$ cat src/rtl/cia_pkg.sv
// Shared types and constants of the complex integer ALU.
// Used by every module in rtl; depends on nothing.
package cia_pkg;

  localparam int OpW     = 16;          // Width of each operand part.
  localparam int ProdW   = 2 * OpW;     // Width of one signed product.
  localparam int SumW    = 2 * OpW + 2; // Width of a signed sum of two products.
  localparam int MagW    = 2 * OpW;     // Magnitudes never exceed 2**(2*OpW-1).
  localparam int ResW    = 32;
  localparam int DivStages = MagW;

  typedef enum logic [2:0] {
    FUNC_ADD  = 3'd0,
    FUNC_SUB  = 3'd1,
    FUNC_MUL  = 3'd2,
    FUNC_DIV  = 3'd3,
    FUNC_SMUL = 3'd4,
    FUNC_SDIV = 3'd5
  } func_e;

  typedef enum logic [1:0] {
    STAT_OK  = 2'd0,
    STAT_DZ  = 2'd1,
    STAT_SAT = 2'd2
  } status_e;

  typedef struct packed {
    logic [2:0]            func;
    logic signed [OpW-1:0] a_real;
    logic signed [OpW-1:0] a_imag;
    logic signed [OpW-1:0] b_real;
    logic signed [OpW-1:0] b_imag;
    logic signed [OpW-1:0] scalar;
  } cia_in_t;

  typedef struct packed {
    logic signed [ResW-1:0] res_real;
    logic signed [ResW-1:0] res_imag;
    logic [1:0]             status;
  } cia_out_t;

  // Sign-magnitude item handed from the front end to the divider.
  typedef struct packed {
    logic            dz;
    logic            neg_re;
    logic [MagW-1:0] mag_re;
    logic            neg_im;
    logic [MagW-1:0] mag_im;
    logic [MagW-1:0] den;
  } sm_item_t;

  // Quotient item handed from the divider to the output stage.
  typedef struct packed {
    logic            dz;
    logic            neg_re;
    logic [MagW-1:0] q_re;
    logic            neg_im;
    logic [MagW-1:0] q_im;
  } quot_item_t;

endpackage

$ cat src/rtl/cia_sat.sv
// Output stage: sign restore, 32-bit saturation and status encoding.
// Depends on cia_pkg.
module cia_sat (
  input  logic                clk_i,
  input  logic                rst_ni,
  input  logic                vld_i,
  input  cia_pkg::quot_item_t quot_i,
  output logic                vld_o,
  output cia_pkg::cia_out_t   res_o
);
  import cia_pkg::*;

  logic     vld_q;
  cia_out_t res_d, res_q;
  logic     sat_re, sat_im;

  // A negative magnitude never exceeds 2**31, so only the positive side clamps.
  assign sat_re = !quot_i.neg_re && quot_i.q_re[MagW-1];
  assign sat_im = !quot_i.neg_im && quot_i.q_im[MagW-1];

  always_comb begin
    res_d = '0;
    if (quot_i.dz) begin
      res_d.status = STAT_DZ;
    end else begin
      res_d.res_real = sat_re ? {1'b0, {(ResW-1){1'b1}}} :
                       quot_i.neg_re ? ResW'(-quot_i.q_re) : ResW'(quot_i.q_re);
      res_d.res_imag = sat_im ? {1'b0, {(ResW-1){1'b1}}} :
                       quot_i.neg_im ? ResW'(-quot_i.q_im) : ResW'(quot_i.q_im);
      res_d.status   = (sat_re || sat_im) ? STAT_SAT : STAT_OK;
    end
  end

  always_ff @(posedge clk_i or negedge rst_ni) begin
    if (!rst_ni) begin
      vld_q <= 1'b0;
    end else begin
      vld_q <= vld_i;
    end
  end

  always_ff @(posedge clk_i) begin
    res_q <= res_d;
  end

  assign vld_o = vld_q;
  assign res_o = res_q;

endmodule

$ cat config.mk
export PLATFORM = sky130hd
export DESIGN_NAME = cia_sat
export DESIGN_NICKNAME = d
export VERILOG_FILES = /design/src/rtl/cia_pkg.sv /design/src/rtl/cia_sat.sv
export SDC_FILE = /design/constraint.sdc
export NUM_CORES = 1
export LEC_CHECK = 0
export BUFFER_PORTS_ARGS = -buffer_cell sky130_fd_sc_hd__buf_2
export CORE_MARGIN = 2
export CORE_UTILIZATION = 45
export DETAILED_ROUTE_END_ITERATION = 16
export HOLD_SLACK_MARGIN = 0.1
export PLACE_DENSITY = 0.75
export REMOVE_ABC_BUFFERS = 1
export SYNTH_ARGS = -nofsm -noshare
export SYNTH_HDL_FRONTEND = slang
export SYNTH_SLANG_ARGS = --single-unit
$ cat constraint.sdc
create_clock -name clk_i -period 0.8 [get_ports clk_i]
set_input_delay 0.04 -clock clk_i [delete_from_list [all_inputs] [get_ports clk_i]]
set_output_delay 0.04 -clock clk_i [all_outputs]
set_load 0.05 [all_outputs]
==> results of run 1 <==
-- cell usage after synthesis, drive strengths merged, types with 6 or more instances --
library cell | count | area share, %
dfxtp | 66 | 37
nor4 | 25 | 5.6
a211oi | 41 | 8.9
nand3 | 12 | 1.7
o21ai | 6 | 0.85
nand2 | 28 | 3.0
xor2 | 22 | 5.4
nor2 | 63 | 6.7
inv | 11 | 1.2
nor3 | 27 | 3.8
clkbuf | 25 | 2.6
nand4 | 8 | 1.6
xnor2 | 8 | 2.0
a21oi | 27 | 3.8
a311oi | 10 | 2.5
-- stage by stage --
| stage | worst slack, ns | setup TNS, ns |
|---|---|---|
| 2_1_floorplan | -0.927 | -31.12 |
| 3_3_place_gp | -1.01 | -42.74 |
| 3_5_place_dp | -1.08 | -44.76 |
| 4_1_cts | -0.538 | -23.53 |
-- repair_timing --
| action | CTS |
|---|---|
| gates resized for setup | 374 |
| buffers inserted | 20 |
| hold endpoints to repair | 38 |
| hold buffers | 24 |
| pin swaps | 100 |
| endpoints found under the setup margin | 122 |
| gates cloned | 2 |
-- cell families after synthesis --
kind of cell / Yosys count / share of synthesized area (%)
adders and majority gates: 4 / 1.41
DFF: 67 / 37.9
xor gates and xnor gates: 30 / 7.40
AOI/OAI and AO/OA: 99 / 19.4
and+or+nand+nor: 193 / 28.7
muxes: 3 / 0.845
buffers and inverters: 39 / 4.37
==> flow_summary.yaml, run 1 <==
clock_network:
  cts_buffer_depth: 2
  number_of_cts_inserted_buffers: 9
  cts_sinks: 67
  htree_num_levels: 3
  clock_root_buffer: "clkbuf_8"
placed_design:
  dpl.cell_count: 768
  dp_hpwl_mm: 8.72
  io_buffer_count: 136
  placed_cell_area_sq_um: 5220
  place.gp.congestion: 0.884
yosys:
  syn-cell-area_sq_um: 3550
  cell_count_after_synthesis: 435
  ys_async_sr_fraction_pct: 1.49
  dominantRegCellSynth: "dfxtp_1"
  synthesis.area_per_instance_sq_um: 8.17
  synth_seq_area_share_pct: 37.9
  synth_edf_count: 0
  yosys_register_bits: 67
  ys_types: 46
  synthesis.yosys.warnings: 0
status:
  status: "did not finish"
  first-error: "[ERROR DPL-0038] Utilization greater than 100%, impossible to legalize"
  last-stage-reached: "global routing"
timing:
  worst-endpoint-pin-kind: "register input"
  grt_worst_setup_endpoint: "res_o[27]$_SDFF_PP0_/D"
floorplan:
  chip_width_um: 92.8
  die_height_um: 92.8
  initial_cell_density_of_the_core_pct: 46.2
  core.rowCount: 32
  ios: 137
global_route:
  grt_max_degree: 45
==> run 2, diff against run 1 <==
CORE_UTILIZATION = 30   (was 45)
HOLD_SLACK_MARGIN = unset   (was 0.1)
PLACE_DENSITY = unset   (was 0.75)
PLACE_DENSITY_LB_ADDON = 0.15   (was unset)
==> run 2 against run 1 <==
  * The flow now finishes, with violations (setup timing)
  * Synthesized cell count unchanged
  * Area after synthesis unchanged
==> flow_summary.yaml, run 2 <==
status:
  status: "complete, but fails checks"
  violations: "setup timing"
drt:
  post-route-drc-count: 0
  detailroute.wirelength.met3_um: 837
  routed-via-count: 4540
  vias_per_cell: 5.24
  average_wire_per_cell_in_the_routed_design_um: 16.3
  top_layer: "met4"
  routed_wl_mm: 14.2
  drt-pass1-iter-count: 4
  route.layer.met1.wl_mm: 5.35
  drt_iter0_drc: 155
  drtAntennaViolNets: 0
  met2RoutedLength_mm: 7.65
yosys:
  syn-cell-area_sq_um: 3550
  synth_seq_area_share_pct: 37.9
  ys_async_sr_fraction_pct: 1.49
  yosys-top-cells-area: "dfxtp_1 37%, a211oi_1 8.2%, nor2_1 6.7%"
  synthesis.yosys.warnings: 0
  most_numerous_cell_in_the_yosys_netlist: "dfxtp_1"
  yosys_register_bits: 67
  cell_count_after_synthesis: 435
  ys_types: 46
  synthTopCellsByCount: "66 x dfxtp_1, 63 x nor2_1, 39 x a211oi_1"
  synth_edf_count: 0
  synthesis.area_per_instance_sq_um: 8.17
  dominantRegCellSynth: "dfxtp_1"
  synth.largest_area_cell: "dfxtp_1"
  synth_largest_type_area_fraction_pct: 37.2
worst_setup_path:
  crit_path_max_fanout: 4
  worst_setup_path_end_kind: "register"
  crit_path_start_kind: "input pin"
  criticalPathCategory: "input pin to register"
  timing.critical_path.arrival_ns: 1.59
  crit_required_ns: 1.03
global_route:
  grt_antenna_before_repair: 0
  gr-total-overflow: 0
  grt_pass1_vias: 4573
  first_pass_grt_wire_length_mm: 21.9
  grt_max_degree: 44
  track_usage_pct: 21.4
timing:
  worstMarginPinSlew_ns: 0.460
  final.setup.worst_slack_ns: -0.567
  final_hold_viol_count: 0
  setup_viols_final: 120
  fin_crit_ns: 1.37
  timing.hold.ws_ns: 0.00807
  fin_crit_sh_pct: 171
  rsz0062_at_grt: "true"
  pins_over_their_slew_limit: 0
  relSlewSlack_pct: 69.0
  achievable_clock_frequency_mhz: 732
clock_network:
  cts_buffer_depth: 2
  number_of_cts_inserted_buffers: 9
  clock_root_buffer: "clkbuf_16"
  cts_sinks: 67
  clock_tree_from_tritoncts: "built"
  clk_transition_reported_paths_ns: 0.06
  htree_num_levels: 3
floorplan:
  die_height_um: 113
  core_area_sq_um: 11500
  chip_width_um: 113
  die-area_sq_um: 12700
  initial_cell_density_of_the_core_pct: 31.0
  ios: 137
  core.rowCount: 39
layout:
  layout_common_cells: "131 x buf_4, 66 x buf_6, 65 x dfxtp_2"
  drive_above_1_share_pct: 66.9
  flip_flop_count_of_the_largest_register_all_copies_and_words_added: 66
  antennaDiodeCount: 0
  num-nets-final: 793
  layout.cells.most_common: "buf_4"
  area_delta_synth_final_pct: 111
pwr:
  switchingPower_w: 0.00361
  pwr-share-clk_pct: 38.3
  vdd_ir_drop_max_v: 0.00126
  internal-power_w: 0.00803
  static-leakage-power_nw: 3.26
  power.share.combinational_pct: 29.2
  swShare_pct: 31.0
  p_seq_share_pct: 32.5
  total_power_per_unit_cell_area_nw_per_um2: 1550
hold_path:
  hold_wc_path_type: "input pin to register"
  hold_path_end: "res_o[64]$_SDFF_PP0_"
  min_path_cells: 3
  holdCritStartpoint: "quot_i[63]"
placed_design:
  io_buffer_count: 136
  pre_cts_worst_setup_slack_ns: -1.08
  place.gp.congestion: 0.856
  dp_hpwl_mm: 9.30
flow_run:
  drv.max_cap_violation_count: 0
run 2: cell counts after synthesis:
Identical to the previous run, type by type.
run 2: cell families (layout without fill, tap and decap cells):
family | count (synthesis) | in the layout | share of synthesized area [%]
simple gates | 193 | 193 | 28.7
mux | 3 | 3 | 0.845
compound gates | 99 | 99 | 19.4
fa+ha+maj | 4 | 4 | 1.41
flops | 67 | 67 | 37.9
xor+xnor | 30 | 30 | 7.40
buf+inv | 39 | 328 | 4.37
run 2: through the flow:
stage / std cells / util (%) / area [sq um] / total power (W) / TNS [ns]
2_1_floorplan: 407 / - / 3440 / 0.00506 / -31.12
3_3_place_gp: 819 / 46.5 / 5330 / 0.00628 / -45.31
3_5_place_dp: 819 / 46.5 / 5330 / 0.00630 / -45.82
4_1_cts: 856 / 61.8 / 7090 / 0.0115 / -22.41
5_1_grt: 867 / 65.3 / 7490 / 0.0120 / -28.83
6_report: 867 / 65.3 / 7490 / 0.0116 / -24.25
run 2: critical path, cell delays in order:
cell     delay (ns)
buf_6          0.10
buf_6          0.12
nor4_4         0.27
buf_4          0.17
nand4_1        0.16
buf_4          0.20
nor4b_4        0.22
mux2i_1        0.23
nor3_1         0.07
run 2: timing repair:
item	CTS	global route
pin swaps	90	50
endpoints found under the setup margin	122	123
gates resized for setup	363	69
endpoints found under the hold margin	3	0
hold buffers	4	0
setup buffers	17	15
cloned	2	0
run 2: power groups by stage:
stage          registers, W  clock network [W]  logic, W
6_report            0.00378            0.00446   0.00340
5_1_grt             0.00380            0.00466   0.00358
2_1_floorplan       0.00458                  0  0.000481
3_5_place_dp        0.00372                  0   0.00257
4_1_cts             0.00377            0.00450   0.00320
3_3_place_gp        0.00372                  0   0.00256
run 2: final cells by class:
class / count / area, sq um
clock inverters: 4 / 72.6
flip-flops and latches: 67 / 1430
inverters: 11 / 51.3
repair buffers: 301 / 2750
clock buffers: 12 / 256
multi-input cells: 329 / 2760
well taps: 143 / 179
fillers: 892 / 3980
run 2: per-layer routing:
layer / up-vias / track usage [%]
met5: - / 0
met4: 0 / 8.86
met3: 29 / 5.03
met2: 147 / 39.0
met1: 2185 / 23.9
li1: 2179 / -
run 2: worst max path at each step:
stage          startpoint              endpoint
5_1_grt         quot_i[5]  res_o[25]$_SDFF_PP0_
4_1_cts         quot_i[5]  res_o[25]$_SDFF_PP0_
6_report       quot_i[10]  res_o[20]$_SDFF_PP0_
2_1_floorplan  quot_i[10]  res_o[33]$_SDFF_PP0_
3_3_place_gp   quot_i[10]  res_o[33]$_SDFF_PP0_
3_5_place_dp   quot_i[10]  res_o[33]$_SDFF_PP0_
Note: power is estimated with default switching activity, not from simulation.
